$ cat src/design/otpt_pkg.sv
// package: types, state codes and constants of the onset tempo and phase tracker
`default_nettype none

package otpt_pkg;

   localparam int CSR_IDX_W  = 2;
   localparam int CSR_DATA_W = 20;

   // configuration register indexes
   localparam logic [CSR_IDX_W-1:0] CSR_ONSET_LEVEL   = 2'd0;
   localparam logic [CSR_IDX_W-1:0] CSR_ONSET_RISE    = 2'd1;
   localparam logic [CSR_IDX_W-1:0] CSR_MIN_PERIOD_US = 2'd2;
   localparam logic [CSR_IDX_W-1:0] CSR_MAX_PERIOD_US = 2'd3;

   localparam logic [15:0] ONSET_LEVEL_RESET = 16'd8192;
   localparam logic [15:0] ONSET_RISE_RESET  = 16'd1024;
   localparam logic [19:0] MIN_PERIOD_RESET  = 20'd250000;
   localparam logic [19:0] MAX_PERIOD_RESET  = 20'd1000000;
   localparam logic [19:0] PERIOD_RESET      = 20'd500000;

   localparam logic [20:0] SINCE_MAX    = 21'h1FFFFF;
   // ceil(2^37 / 15625), with 8000000 = 512 * 15625
   localparam logic [23:0] DECAY_RECIP  = 24'd8796094;
   localparam logic [15:0] GAIN_BASE    = 16'd9830;
   localparam logic [20:0] GAIN_SPAN    = 21'd22938;
   localparam logic [31:0] ROUND_HALF   = 32'd32768;
   localparam logic [16:0] ONE_Q16      = 17'h10000;
   localparam logic [15:0] HALF_PHASE   = 16'd32768;
   localparam logic [5:0]  DIV_FULL_CNT = 6'd32;
   localparam logic [5:0]  DIV_FRAC_CNT = 6'd16;

   typedef struct packed {
      logic [15:0] bass_level;
      logic [15:0] elapsed_us;
   } req_payload_type;

   typedef struct packed {
      logic        onset;
      logic [15:0] beat_phase;
      logic [19:0] period_us;
      logic [15:0] confidence;
   } rsp_payload_type;

   typedef enum logic [3:0] {
      ST_IDLE,
      ST_PDIV,
      ST_PHASE,
      ST_DMUL,
      ST_DSUB,
      ST_RLOAD,
      ST_RDIV,
      ST_MATCH,
      ST_GAIN,
      ST_GSUM,
      ST_STEP,
      ST_UPD,
      ST_PULL,
      ST_OUT
   } state_type;

endpackage

`default_nettype wire

$ cat src/design/otpt_ifs.sv
// interfaces: request and response channels of the tracker
`default_nettype none

interface otpt_req_if;
   logic                     valid;
   logic                     ready;
   otpt_pkg::req_payload_type payload;
   modport source (output valid, output payload, input ready);
   modport sink   (input valid, input payload, output ready);
endinterface

interface otpt_rsp_if;
   logic                     valid;
   logic                     ready;
   otpt_pkg::rsp_payload_type payload;
   modport source (output valid, output payload, input ready);
   modport sink   (input valid, input payload, output ready);
endinterface

`default_nettype wire

$ cat src/design/onset_tempo_phase_tracker_unit.sv
// top level: onset detection, tempo and phase tracking on one shared divider and multiplier
//
//  channel   dir  handshake            payload
//  req_if    in   valid/ready          bass_level[15:0], elapsed_us[15:0]
//  rsp_if    out  valid/ready          onset, beat_phase[15:0], period_us[19:0], confidence[15:0]
//  csr_*     in   csr_wr_en, no wait   csr_index[1:0], csr_wdata[19:0]
//
//  a transaction runs PDIV, PHASE, DMUL, DSUB, OUT without onset; PDIV, PHASE, RLOAD, RDIV,
//  MATCH, GAIN, GSUM, STEP, UPD, PULL, OUT with an onset in range, without RDIV and MATCH when
//  the match is zero, and PDIV, PHASE, PULL, OUT out of range; the next request is taken the
//  cycle after the result load; the restoring divider gives one quotient bit per cycle,
//  32 bits for the phase step, 16 bits for the match ratio; the decay is a reciprocal multiply
//  synchronous reset returns state, CSRs and tracker registers to defaults, not the datapath
//  a finished result waits in the output register; the next request is taken meanwhile
`default_nettype none

module onset_tempo_phase_tracker_unit (
   input  wire                                 clock,
   input  wire                                 reset,
   otpt_req_if.sink                            req_if,
   otpt_rsp_if.source                          rsp_if,
   input  wire                                 csr_wr_en,
   input  wire [otpt_pkg::CSR_IDX_W-1:0]       csr_index,
   input  wire [otpt_pkg::CSR_DATA_W-1:0]      csr_wdata
);
   import otpt_pkg::*;

   state_type state_ff, state_in;

   logic [15:0] onset_level_ff, onset_rise_ff;
   logic [19:0] min_period_ff, max_period_ff;

   logic [19:0] period_ff, period_in;
   logic [15:0] phase_ff, phase_in;
   logic [15:0] conf_ff, conf_in;
   logic [20:0] since_ff, since_in;
   logic [15:0] prev_ff, prev_in;

   logic [15:0] level_ff, level_in;
   logic [15:0] dt_ff, dt_in;
   logic        onset_ff, onset_in;
   logic [20:0] mag_ff, mag_in;
   logic        neg_ff, neg_in;
   logic [16:0] match_ff, match_in;
   logic [15:0] gain_ff, gain_in;
   logic [47:0] prod_ff, prod_in;

   // shared restoring divider
   logic [22:0] div_rem_ff, div_rem_in;
   logic [31:0] div_dvd_ff, div_dvd_in;
   logic [22:0] div_dvs_ff, div_dvs_in;
   logic [15:0] div_quo_ff, div_quo_in;
   logic [5:0]  div_cnt_ff, div_cnt_in;

   logic            rsp_valid_ff, rsp_valid_in;
   rsp_payload_type rsp_data_ff, rsp_data_in;

   logic [19:0] per;
   logic [21:0] since_sum;
   logic [16:0] level_diff;
   logic        onset_now;
   logic        div_busy;
   logic        div_last;
   logic [23:0] div_trial;
   logic [23:0] div_diff;
   logic        div_ge;
   logic [23:0] mul_a;
   logic [23:0] mul_b;
   logic [47:0] mul_prod;
   logic [15:0] decay;
   logic        req_take;
   logic        rsp_load;

   assign per        = (period_ff == '0) ? 20'd1 : period_ff;
   assign since_sum  = {1'b0, since_ff} + {6'b0, req_if.payload.elapsed_us};
   assign level_diff = {1'b0, level_ff} - {1'b0, prev_ff};
   assign onset_now  = (level_ff > onset_level_ff) && (level_ff > prev_ff) &&
                       (level_diff[15:0] > onset_rise_ff) &&
                       (since_ff > {1'b0, min_period_ff});

   assign div_busy  = (state_ff == ST_PDIV) || (state_ff == ST_RDIV);
   assign div_last  = div_cnt_ff == 6'd1;
   assign div_trial = {div_rem_ff, div_dvd_ff[31]};
   assign div_diff  = div_trial - {1'b0, div_dvs_ff};
   assign div_ge    = div_trial >= {1'b0, div_dvs_ff};

   assign mul_prod = {24'b0, mul_a} * {24'b0, mul_b};
   // conf*dt/8000000 as ((x >> 9) * DECAY_RECIP) >> 37, exact for x below 2^32
   assign decay    = {6'b0, prod_ff[46:37]};

   assign req_take = (state_ff == ST_IDLE) && req_if.valid;
   assign rsp_load = (state_ff == ST_OUT) && (!rsp_valid_ff || rsp_if.ready);

   assign req_if.ready   = state_ff == ST_IDLE;
   assign rsp_if.valid   = rsp_valid_ff;
   assign rsp_if.payload = rsp_data_ff;

   // next state
   always_comb begin
      state_in = state_ff;
      case (state_ff)
         ST_IDLE:  if (req_take) state_in = ST_PDIV;
         ST_PDIV:  if (div_last) state_in = ST_PHASE;
         ST_PHASE: begin
            if (!onset_now) state_in = ST_DMUL;
            else if (since_ff <= {1'b0, max_period_ff}) state_in = ST_RLOAD;
            else state_in = ST_PULL;
         end
         ST_DMUL:  state_in = ST_DSUB;
         ST_DSUB:  state_in = ST_OUT;
         ST_RLOAD: state_in = ({1'b0, per} <= mag_ff) ? ST_GAIN : ST_RDIV;
         ST_RDIV:  if (div_last) state_in = ST_MATCH;
         ST_MATCH: state_in = ST_GAIN;
         ST_GAIN:  state_in = ST_GSUM;
         ST_GSUM:  state_in = ST_STEP;
         ST_STEP:  state_in = ST_UPD;
         ST_UPD:   state_in = ST_PULL;
         ST_PULL:  state_in = ST_OUT;
         ST_OUT:   if (rsp_load) state_in = ST_IDLE;
         default:  state_in = ST_IDLE;
      endcase
   end

   // multiplier operand select
   always_comb begin
      case (state_ff)
         ST_PHASE: begin
            mul_a = {8'b0, conf_ff};
            mul_b = {8'b0, dt_ff};
         end
         ST_DMUL: begin
            mul_a = {1'b0, prod_ff[31:9]};
            mul_b = DECAY_RECIP;
         end
         ST_GAIN: begin
            mul_a = {3'b0, GAIN_SPAN};
            mul_b = {7'b0, match_ff};
         end
         default: begin
            mul_a = {3'b0, mag_ff};
            mul_b = {8'b0, gain_ff};
         end
      endcase
   end

   // datapath
   always_comb begin
      logic signed [22:0] p_sum;
      logic signed [22:0] p_min;
      logic signed [22:0] p_max;
      logic [20:0]        step;
      logic [31:0]        gain_sum;
      logic [18:0]        conf_sum;
      logic [16:0]        phase_gap;

      level_in     = level_ff;
      dt_in        = dt_ff;
      prev_in      = prev_ff;
      since_in     = since_ff;
      phase_in     = phase_ff;
      period_in    = period_ff;
      conf_in      = conf_ff;
      onset_in     = onset_ff;
      mag_in       = mag_ff;
      neg_in       = neg_ff;
      match_in     = match_ff;
      gain_in      = gain_ff;
      prod_in      = prod_ff;
      div_rem_in   = div_rem_ff;
      div_dvd_in   = div_dvd_ff;
      div_dvs_in   = div_dvs_ff;
      div_quo_in   = div_quo_ff;
      div_cnt_in   = div_cnt_ff;
      rsp_valid_in = rsp_valid_ff;
      rsp_data_in  = rsp_data_ff;

      step      = prod_ff[36:16];
      p_sum     = neg_ff ? ($signed({3'b0, per}) - $signed({2'b0, step}))
                         : ($signed({3'b0, per}) + $signed({2'b0, step}));
      p_min     = $signed({3'b0, min_period_ff});
      p_max     = $signed({3'b0, max_period_ff});
      gain_sum  = prod_ff[31:0] + ROUND_HALF;
      conf_sum  = {3'b0, conf_ff} + {2'b0, conf_ff, 1'b0} + {2'b0, match_ff};
      phase_gap = ONE_Q16 - {1'b0, phase_ff};

      if (div_busy) begin
         div_rem_in = div_ge ? div_diff[22:0] : div_trial[22:0];
         div_dvd_in = {div_dvd_ff[30:0], 1'b0};
         div_quo_in = {div_quo_ff[14:0], div_ge};
         div_cnt_in = div_cnt_ff - 6'd1;
      end

      if (rsp_valid_ff && rsp_if.ready) rsp_valid_in = 1'b0;

      case (state_ff)
         ST_IDLE: begin
            if (req_if.valid) begin
               level_in   = req_if.payload.bass_level;
               dt_in      = req_if.payload.elapsed_us;
               since_in   = since_sum[21] ? SINCE_MAX : since_sum[20:0];
               div_rem_in = '0;
               div_dvd_in = {req_if.payload.elapsed_us, 16'b0};
               div_dvs_in = {3'b0, per};
               div_quo_in = '0;
               div_cnt_in = DIV_FULL_CNT;
            end
         end
         ST_PHASE: begin
            phase_in = phase_ff + div_quo_ff;
            onset_in = onset_now;
            prev_in  = level_ff;
            prod_in  = mul_prod;
            neg_in   = since_ff < {1'b0, per};
            mag_in   = (since_ff < {1'b0, per}) ? ({1'b0, per} - since_ff)
                                                : (since_ff - {1'b0, per});
            if (onset_now) since_in = '0;
         end
         ST_DMUL: begin
            prod_in = mul_prod;
         end
         ST_DSUB: begin
            conf_in = conf_ff - decay;
         end
         ST_RLOAD: begin
            match_in   = '0;
            div_rem_in = {2'b0, mag_ff};
            div_dvd_in = '0;
            div_dvs_in = {3'b0, per};
            div_quo_in = '0;
            div_cnt_in = DIV_FRAC_CNT;
         end
         ST_MATCH: begin
            match_in = ONE_Q16 - {1'b0, div_quo_ff};
         end
         ST_GAIN: begin
            prod_in = mul_prod;
         end
         ST_GSUM: begin
            gain_in = GAIN_BASE + gain_sum[31:16];
         end
         ST_STEP: begin
            prod_in = mul_prod;
         end
         ST_UPD: begin
            if (p_sum < p_min) p_sum = p_min;
            if (p_sum > p_max) p_sum = p_max;
            if (p_sum < 23'sd1) p_sum = 23'sd1;
            period_in = p_sum[19:0];
            conf_in   = conf_sum[17:2];
         end
         ST_PULL: begin
            if (phase_ff <= HALF_PHASE) phase_in = {1'b0, phase_ff[15:1]};
            else phase_in = phase_ff + phase_gap[16:1];
         end
         ST_OUT: begin
            if (rsp_load) begin
               rsp_valid_in           = 1'b1;
               rsp_data_in.onset      = onset_ff;
               rsp_data_in.beat_phase = phase_ff;
               rsp_data_in.period_us  = period_ff;
               rsp_data_in.confidence = conf_ff;
            end
         end
         default: begin
         end
      endcase
   end

   always_ff @(posedge clock) begin
      if (reset) begin
         state_ff       <= ST_IDLE;
         rsp_valid_ff   <= 1'b0;
         onset_level_ff <= ONSET_LEVEL_RESET;
         onset_rise_ff  <= ONSET_RISE_RESET;
         min_period_ff  <= MIN_PERIOD_RESET;
         max_period_ff  <= MAX_PERIOD_RESET;
         period_ff      <= PERIOD_RESET;
         phase_ff       <= '0;
         conf_ff        <= '0;
         since_ff       <= '0;
         prev_ff        <= '0;
      end else begin
         state_ff     <= state_in;
         rsp_valid_ff <= rsp_valid_in;
         period_ff    <= period_in;
         phase_ff     <= phase_in;
         conf_ff      <= conf_in;
         since_ff     <= since_in;
         prev_ff      <= prev_in;
         if (csr_wr_en) begin
            case (csr_index)
               CSR_ONSET_LEVEL:   onset_level_ff <= csr_wdata[15:0];
               CSR_ONSET_RISE:    onset_rise_ff  <= csr_wdata[15:0];
               CSR_MIN_PERIOD_US: min_period_ff  <= csr_wdata;
               CSR_MAX_PERIOD_US: max_period_ff  <= csr_wdata;
               default: begin
               end
            endcase
         end
      end
   end

   always_ff @(posedge clock) begin
      level_ff    <= level_in;
      dt_ff       <= dt_in;
      onset_ff    <= onset_in;
      mag_ff      <= mag_in;
      neg_ff      <= neg_in;
      match_ff    <= match_in;
      gain_ff     <= gain_in;
      prod_ff     <= prod_in;
      div_rem_ff  <= div_rem_in;
      div_dvd_ff  <= div_dvd_in;
      div_dvs_ff  <= div_dvs_in;
      div_quo_ff  <= div_quo_in;
      div_cnt_ff  <= div_cnt_in;
      rsp_data_ff <= rsp_data_in;
   end

   // the divider never runs with an exhausted count
   a_div_count: assert property (@(posedge clock) disable iff (reset)
      div_busy |-> div_cnt_ff != 6'd0)
      else $error("divider running with zero count");

   // tracked period stays nonzero
   a_period_nonzero: assert property (@(posedge clock) disable iff (reset)
      period_ff != 20'd0)
      else $error("beat period became zero");

   // decay never exceeds the confidence it is taken from
   a_decay_bound: assert property (@(posedge clock) disable iff (reset)
      (state_ff == ST_DSUB) |-> decay <= conf_ff)
      else $error("confidence decay larger than confidence");

   // a waiting result is not overwritten
   a_rsp_hold: assert property (@(posedge clock) disable iff (reset)
      (state_ff == ST_OUT && rsp_valid_ff && !rsp_if.ready) |=>
         (state_ff == ST_OUT && $stable(rsp_data_ff)))
      else $error("pending result overwritten");

endmodule

`default_nettype wire
$ cat src/flat_wrapper.sv
// flat-port wrapper written by rule: the top's interface ports become plain ports
module onset_tempo_phase_tracker_unit_flat import otpt_pkg::*;
  (clock, reset, csr_wr_en, csr_index, csr_wdata, req_if_valid, req_if_payload, req_if_ready, rsp_if_valid, rsp_if_payload, rsp_if_ready);
  otpt_req_if req_if_i ();
  otpt_rsp_if rsp_if_i ();
  input  wire clock;
  input  wire reset;
  input  wire csr_wr_en;
  input  wire [otpt_pkg::CSR_IDX_W-1:0] csr_index;
  input  wire [otpt_pkg::CSR_DATA_W-1:0] csr_wdata;
  input wire logic [$bits(req_if_i.valid)-1:0] req_if_valid;
  input wire logic [$bits(req_if_i.payload)-1:0] req_if_payload;
  output wire logic [$bits(req_if_i.ready)-1:0] req_if_ready;
  output wire logic [$bits(rsp_if_i.valid)-1:0] rsp_if_valid;
  output wire logic [$bits(rsp_if_i.payload)-1:0] rsp_if_payload;
  input wire logic [$bits(rsp_if_i.ready)-1:0] rsp_if_ready;
  assign req_if_i.valid = req_if_valid;
  assign req_if_i.payload = req_if_payload;
  assign req_if_ready = req_if_i.ready;
  assign rsp_if_valid = rsp_if_i.valid;
  assign rsp_if_payload = rsp_if_i.payload;
  assign rsp_if_i.ready = rsp_if_ready;
  onset_tempo_phase_tracker_unit u_core (.clock(clock), .reset(reset), .req_if(req_if_i), .rsp_if(rsp_if_i), .csr_wr_en(csr_wr_en), .csr_index(csr_index), .csr_wdata(csr_wdata));
endmodule
$ cat config.mk
export PLATFORM = sky130hd
export DESIGN_NAME = onset_tempo_phase_tracker_unit_flat
export DESIGN_NICKNAME = d
export VERILOG_FILES = /design/src/design/otpt_pkg.sv /design/src/design/otpt_ifs.sv /design/src/design/onset_tempo_phase_tracker_unit.sv /design/src/flat_wrapper.sv
export SDC_FILE = /design/constraint.sdc
export NUM_CORES = 2
export LEC_CHECK = 0
export ABC_AREA = 1
export ABC_CLOCK_PERIOD_IN_PS = 9300
export BUFFER_PORTS_ARGS = -buffer_cell sky130_fd_sc_hd__buf_2
export CELL_PAD_IN_SITES_DETAIL_PLACEMENT = 2
export CELL_PAD_IN_SITES_GLOBAL_PLACEMENT = 2
export CORE_UTILIZATION = 39
export CTS_CLUSTER_SIZE = 16
export DETAILED_ROUTE_END_ITERATION = 16
export PLACE_DENSITY_LB_ADDON = 0.1
export SLEW_MARGIN = 20
export SYNTH_ARGS = -nofsm -noshare
export SYNTH_HDL_FRONTEND = slang
export SYNTH_SLANG_ARGS = --single-unit
$ cat constraint.sdc
create_clock -name clock -period 9.3 [get_ports clock]
set_clock_uncertainty 0.1 [all_clocks]
set_input_delay 0.465 -clock clock [delete_from_list [all_inputs] [get_ports clock]]
set_output_delay 0.465 -clock clock [all_outputs]
set_load 0.01 [all_outputs]
# Yosys cells after proc, flatten, opt, wreduce, memory -nomap -nowiden
# Index checks and enable logic that the tools add are counted.
# classes
n_eq_ne	23
reduce_logical	28
n_mul	1
magnitude_cmp	12
mux	44
addsub	17
# ops
operator	count
$mux W23	9
$pmux W16 S2	3
$pmux W23 S2	2
$mux W21	4
$pmux W24 S3	1
$pmux W23 S3	1
$mux W32	2
$pmux W32 S2	1
$pmux W4 S13	1
$gt A16 B16 Y1	3
$mux W16	3
$mul A23 B24 Y47	1
$pmux W21 S2	1
$mux W20	2
$pmux W17 S2	1
$sub A17 B16 Y17 const A	2
$add A16 B16 Y16	2
$add A32 B16 Y32 const B	1
$mux W4	7
$eq A4 B4 Y1 const B	6
$ge A24 B23 Y1	1
$gt A23 B21 Y1	1
$lt A23 B2 Y1 const B	1
$lt A23 B21 Y1	1
other kinds (40)	68
# totals
reg_bits	454
elab_cells	153
inputBits	59
out_inout_bits	55

# Depth between registers and ports, before layout
# depth
ltp_word	12
mapped_depth	56

# Worst setup path after synthesis
# OpenSTA, ideal clock, no wires.
# synth_path
kind	register -> register
start	register u_core.state_ff[1]
end	register u_core.prod_ff[44], data pin
setup_time_ns	0.258
path_buffers	4
path_stages_with_launch	36
arrival_ns	7.903
t_required_ns	8.942
path_slack_ns	1.040
cell_sequence	dfxtp_1 -> buf_4 -> inv_2 -> nor2_2 -> nand2_1 -> inv_2 -> clkbuf_1 -> buf_1 -> nand2_1 -> nand3_1 -> o21a_1 -> clkbuf_1 -> nand2_1 -> fa_1 -> inv_1 -> fa_1 -> inv_1 -> fa_1 -> fa_1 -> inv_1 -> fa_1 -> inv_1 -> fa_1 -> fa_1 -> inv_1 -> ha_1 -> nand4_1 -> nor3_1 -> nand2_1 -> o21ai_1 -> inv_1 -> o31ai_2 -> nand3_1 -> nand3_1 -> nand2_1 -> xor2_1
# synth_via
elab_chain_len	3
word_cells_on_any_way	6
cone_classes	mul: 1; eq/ne: 3; mux: 2
# synth_lines
element	line_no	rtl
from (decl)	onset_tempo_phase_tracker_unit.sv:28	state_type state_ff, state_in;
from (signal assigned)	onset_tempo_phase_tracker_unit.sv:283	state_ff <= state_in;
$eq A4 B4 Y1 or $eq A4 B2 Y1 (tied branches)	onset_tempo_phase_tracker_unit.sv:126	case (state_ff)
$pmux W23 S3 or $pmux W24 S3 (tied branches)	onset_tempo_phase_tracker_unit.sv:126	
$mul A23 B24 Y47 (*)	onset_tempo_phase_tracker_unit.sv:87	assign mul_prod = {24'b0, mul_a} * {24'b0, mul_b};
net u_core.mul_prod[44]	onset_tempo_phase_tracker_unit.sv:69	logic [47:0] mul_prod;
to (signal assigned)	onset_tempo_phase_tracker_unit.sv:311	prod_ff <= prod_in;
to (decl)	onset_tempo_phase_tracker_unit.sv:46	logic [47:0] prod_ff, prod_in;
# Mark *: on every way through the listed nets, which the timed path passes. The rest lies on a longest branch.
# A chain may end at the register's enable or synchronous reset.

# Final worst setup path
# layout_path
start	register u_core.state_ff[3]
end	register u_core.prod_ff[46], data pin
# The elaborated chain is that of the path after synthesis.

==> summary.md <==
| Metric | Value |
|---|---|
| Initial DRT Pass Iterations | 5 |
| Overflow after GRT | 0 |
| FFs w/ async S/R, synth | 0 |
| Post-Synth XOR/XNOR Area | 0.0328 |
| DP Wirelength | 156000 um |
| Hold depth | 1 |
| Worst path required time | 9.62 ns |
| Crit Path Max Fanout | 21 |
| Drt initial violations | 2118 |
| Compound-Gate Fraction of Synth Area | 0.145 |
| Number of synthesized flops with an enable pin | 199 |
| Ant. Diodes | 0 |
| Most used DFF post-synth | dfxtp_1 |
| WL met1 | 82600 um |
| Max Freq | 111 MHz |
| Die W | 345 um |
| CTS tree | yes |
| Routed via count | 42100 |
| Met3 wire len | 7420 um |
| Unrepaired setup endpoints after global routing | false |
| CTS root buf | clkbuf_16 |
| TNS Setup | 0 ns |
| Fillers | 13500 |
| Share of the synthesized area in the top cell type | 0.172 |
| Die ar. | 119000 um^2 |
| Synthesized flop and latch total | 442 |
| # IOs | 114 |
| Crit path largest cell delay | 0.91 ns |
| Drt wl/cell | 25.3 um |
| Placer Congestion | 0.941 |
| Worst Hold End | u_core.dt_ff[1] |
| CP max stage cell | nor4_1 |
| DRC | 0 |
| Final max-slew violation count | 0 |
| Area Growth Syn to Fin | 11.3% |
| Largest net degree at the start of global routing | 93 |
| Final Critical Period | 9.04 ns |
| Synth area leaders | fa_1 17%, ha_1 14%, edfxtp_1 13% |
| Worst path cell trace | nor2_4 > nand3_2 > buf_4 > nor2_1 > a21oi_2 > clkinvlp_4 > nand2_1 > fa_1 > inv_1 > fa_1 > fa_1 > fa_1 > fa_1 > fa_1 > ha_1 > ha_1 > nand2_1 > nor2_1 > inv_1 > nor4_1 > nand4_1 > nand2_1 > xor2_1 |
| Post-route ant nets | 0 |
| Vias in the first global route | 47300 |
| Placed insts | 7440 |
| Worst-Margin Slew | 1.12 ns |
| Routed met2 length | 93600 um |
| Share of cells above drive strength 1 | 0.0716 |
| Synth unique cells | 64 |
| # Max-Cap Violations | 0 |
| Hold Path Origin | req_if_payload[1] |
| First-pass GRT wire length | 293000 um |
| Post-synthesis mux area share | 0.000872 |
| Register clock-pin slew on the reported worst setup and hold paths | 0.06 ns |
| Worst R2R Path Depth | 23 |
| Sink Count | 442 |
| Simple-Gate Fraction of Synth Area | 0.169 |
| Sequential fraction of the synthesis area | 0.236 |
| Routed WL | 192000 um |
| Top sig layer | met4 |
| Die height | 345 um |
| Reg-to-Reg Start | u_core.state_ff[3] |
| Worst slew margin | 0.247 |
| Critical path launch point type | flip-flop |
| Core Rows | 125 |
| WS Path Type | flip-flop to flip-flop |
| Layout net count | 6999 |
| Most common cell after layout, fill and taps aside | nand2_1 |
| DR vias/cell | 5.53 |
| FF-to-FF End | u_core.prod_ff[46] |
| Most used cell, CP | fa_1 |
| Initial antenna violation count | 1 |
| Post-synthesis cell count | 5853 |
| Core Region | 116000 um^2 |
| Inserted Clock Buffers | 57 |
| Clock Latency Late Sink | 0.71 ns |
| CTS Buffer Depth | 3 |
| Starting Density | 0.394 |
| Most frequent cells in the layout | 1044 x nand2_1, 1033 x inv_1, 520 x ha_1 |
| Min-delay worst type | primary input to flip-flop |
| Yosys warns | 0 |
| Adder-cell share of the synthesized area | 0.314 |
| Final Hold Fails | 0 |
| Average size of a mapped cell | 7.84 um^2 |
| Status | finished clean |
| Finish-stage setup viols | 0 |
| Total track usage | 0.323 |
| Port buffer count | 113 |
| Largest family of logic cells by synthesized area | adder cells |
| R2r setup slk | 0.26 ns |
| Cell area after synthesis | 45900 um^2 |
| Critical path endpoint category | flip-flop |
| Fin crit share | 0.972 |
| Crit path DAT | 9.36 ns |
| Number of cells in the finished layout apart from fillers | 7599 |
| CTS H-Tree Depth | 2 |
| Area leader, netlist | fa_1 |
-- critical path: cells and delay by family, from the launching register on --
kind,cells,cell delay [ns]
compound gates,1,0.22
xor+xnor,1,0.31
fa+ha+maj,8,3.92
buf+inv,4,0.85
flops,1,0.36
simple gates,9,3.02
-- Yosys cell counts, drive strengths merged, types with 13 or more instances --
cell type and instances:
a21oi 524, o21bai 16, clkbuf 146, nand2 1053, o21a 18, buf 31, nand3 182, fa 394
nor2 504, a211oi 24, o211ai 30, xor2 124, nor3 50, o21ai 457, a221oi 16, a31oi 29
edfxtp 199, dfxtp 243, xnor2 48, nand4 46, o22ai 13, ha 520, or2 22, inv 1059
-- flip-flops by register name, summed over array words and instances, names as in the netlist, 6 cells and up --
| name | count |
|---|---|
| u_core.conf_ff | 16 |
| u_core.rsp_if.payload | 53 |
| u_core.match_ff | 17 |
| u_core.div_dvs_ff | 20 |
| u_core.prev_ff | 16 |
| u_core.phase_ff | 16 |
| u_core.since_ff | 21 |
| u_core.level_ff | 16 |
| u_core.max_period_ff | 20 |
| u_core.div_rem_ff | 23 |
| u_core.period_ff | 20 |
| u_core.prod_ff | 38 |
| u_core.min_period_ff | 20 |
| u_core.dt_ff | 16 |
| u_core.onset_rise_ff | 16 |
| u_core.mag_ff | 21 |
| u_core.gain_ff | 16 |
| u_core.onset_level_ff | 16 |
| u_core.div_cnt_ff | 6 |
| u_core.div_quo_ff | 16 |
| u_core.div_dvd_ff | 32 |
-- cell families (layout without fill, tap and decap cells) --
family                     Yosys count  count (layout)
buffers and inverters             1238            1437
xor gates and xnor gates           172             172
adders and majority gates          914             914
other                                2              25
muxes                                4               4
DFF                                442             442
AOI/OAI and AO/OA                 1199            1199
and+or+nand+nor                   1882            1882
-- per-stage QoR --
stage	hold slack (ns)	util	setup slack [ns]	area (um^2)
3_5_place_dp	0.346	0.417	0.218	48600
3_3_place_gp	0.335	0.417	0.352	48600
5_1_grt	0.0123	0.439	0.00403	51100
6_report	0.0316	0.439	0.261	51100
4_1_cts	0.00323	0.438	0.174	51000
2_1_floorplan	0.300	-	1.04	46000
-- cell type report --
cell class                 instances  area, um^2  share of cell area
clock inverter                    26         288             0.00563
clock buffer                      82        1680              0.0329
timing repair buffer             268        1850              0.0362
inverter                        1061        4010              0.0784
tap                             1524        1910              0.0373
multi-input combinational       4196       30500               0.597
sequential                       442       10800               0.212
-- how the worst max path moves through the flow --
stage | from | end | cells past startpoint | slack [ns]
2_1_floorplan | u_core.state_ff[1] | u_core.prod_ff[44] | 35 | 1.04
3_3_place_gp | u_core.state_ff[3] | u_core.prod_ff[46] | 23 | 0.35
3_5_place_dp | u_core.state_ff[3] | u_core.prod_ff[46] | 25 | 0.22
4_1_cts | u_core.state_ff[3] | u_core.prod_ff[46] | 25 | 0.17
5_1_grt | u_core.state_ff[1] | u_core.prod_ff[40] | 32 | 0.004
6_report | u_core.state_ff[3] | u_core.prod_ff[46] | 23 | 0.26
-- metal layers --
metal  global-route usage  up-vias
met5                    0        -
met4                0.122        0
met3               0.0373      334
met2                0.568      849
met1                0.403    21600
li1                     -    19200
-- what timing repair did --
action,CTS,global route
hold buffers,47,0
setup endpoints to repair,0,16
endpoints found under the hold margin,66,0
buffers inserted,0,4
resized for setup,0,12
Power is not shown: default switching activity piles up to over one toggle a cycle in this logic, so the estimate is an artifact.
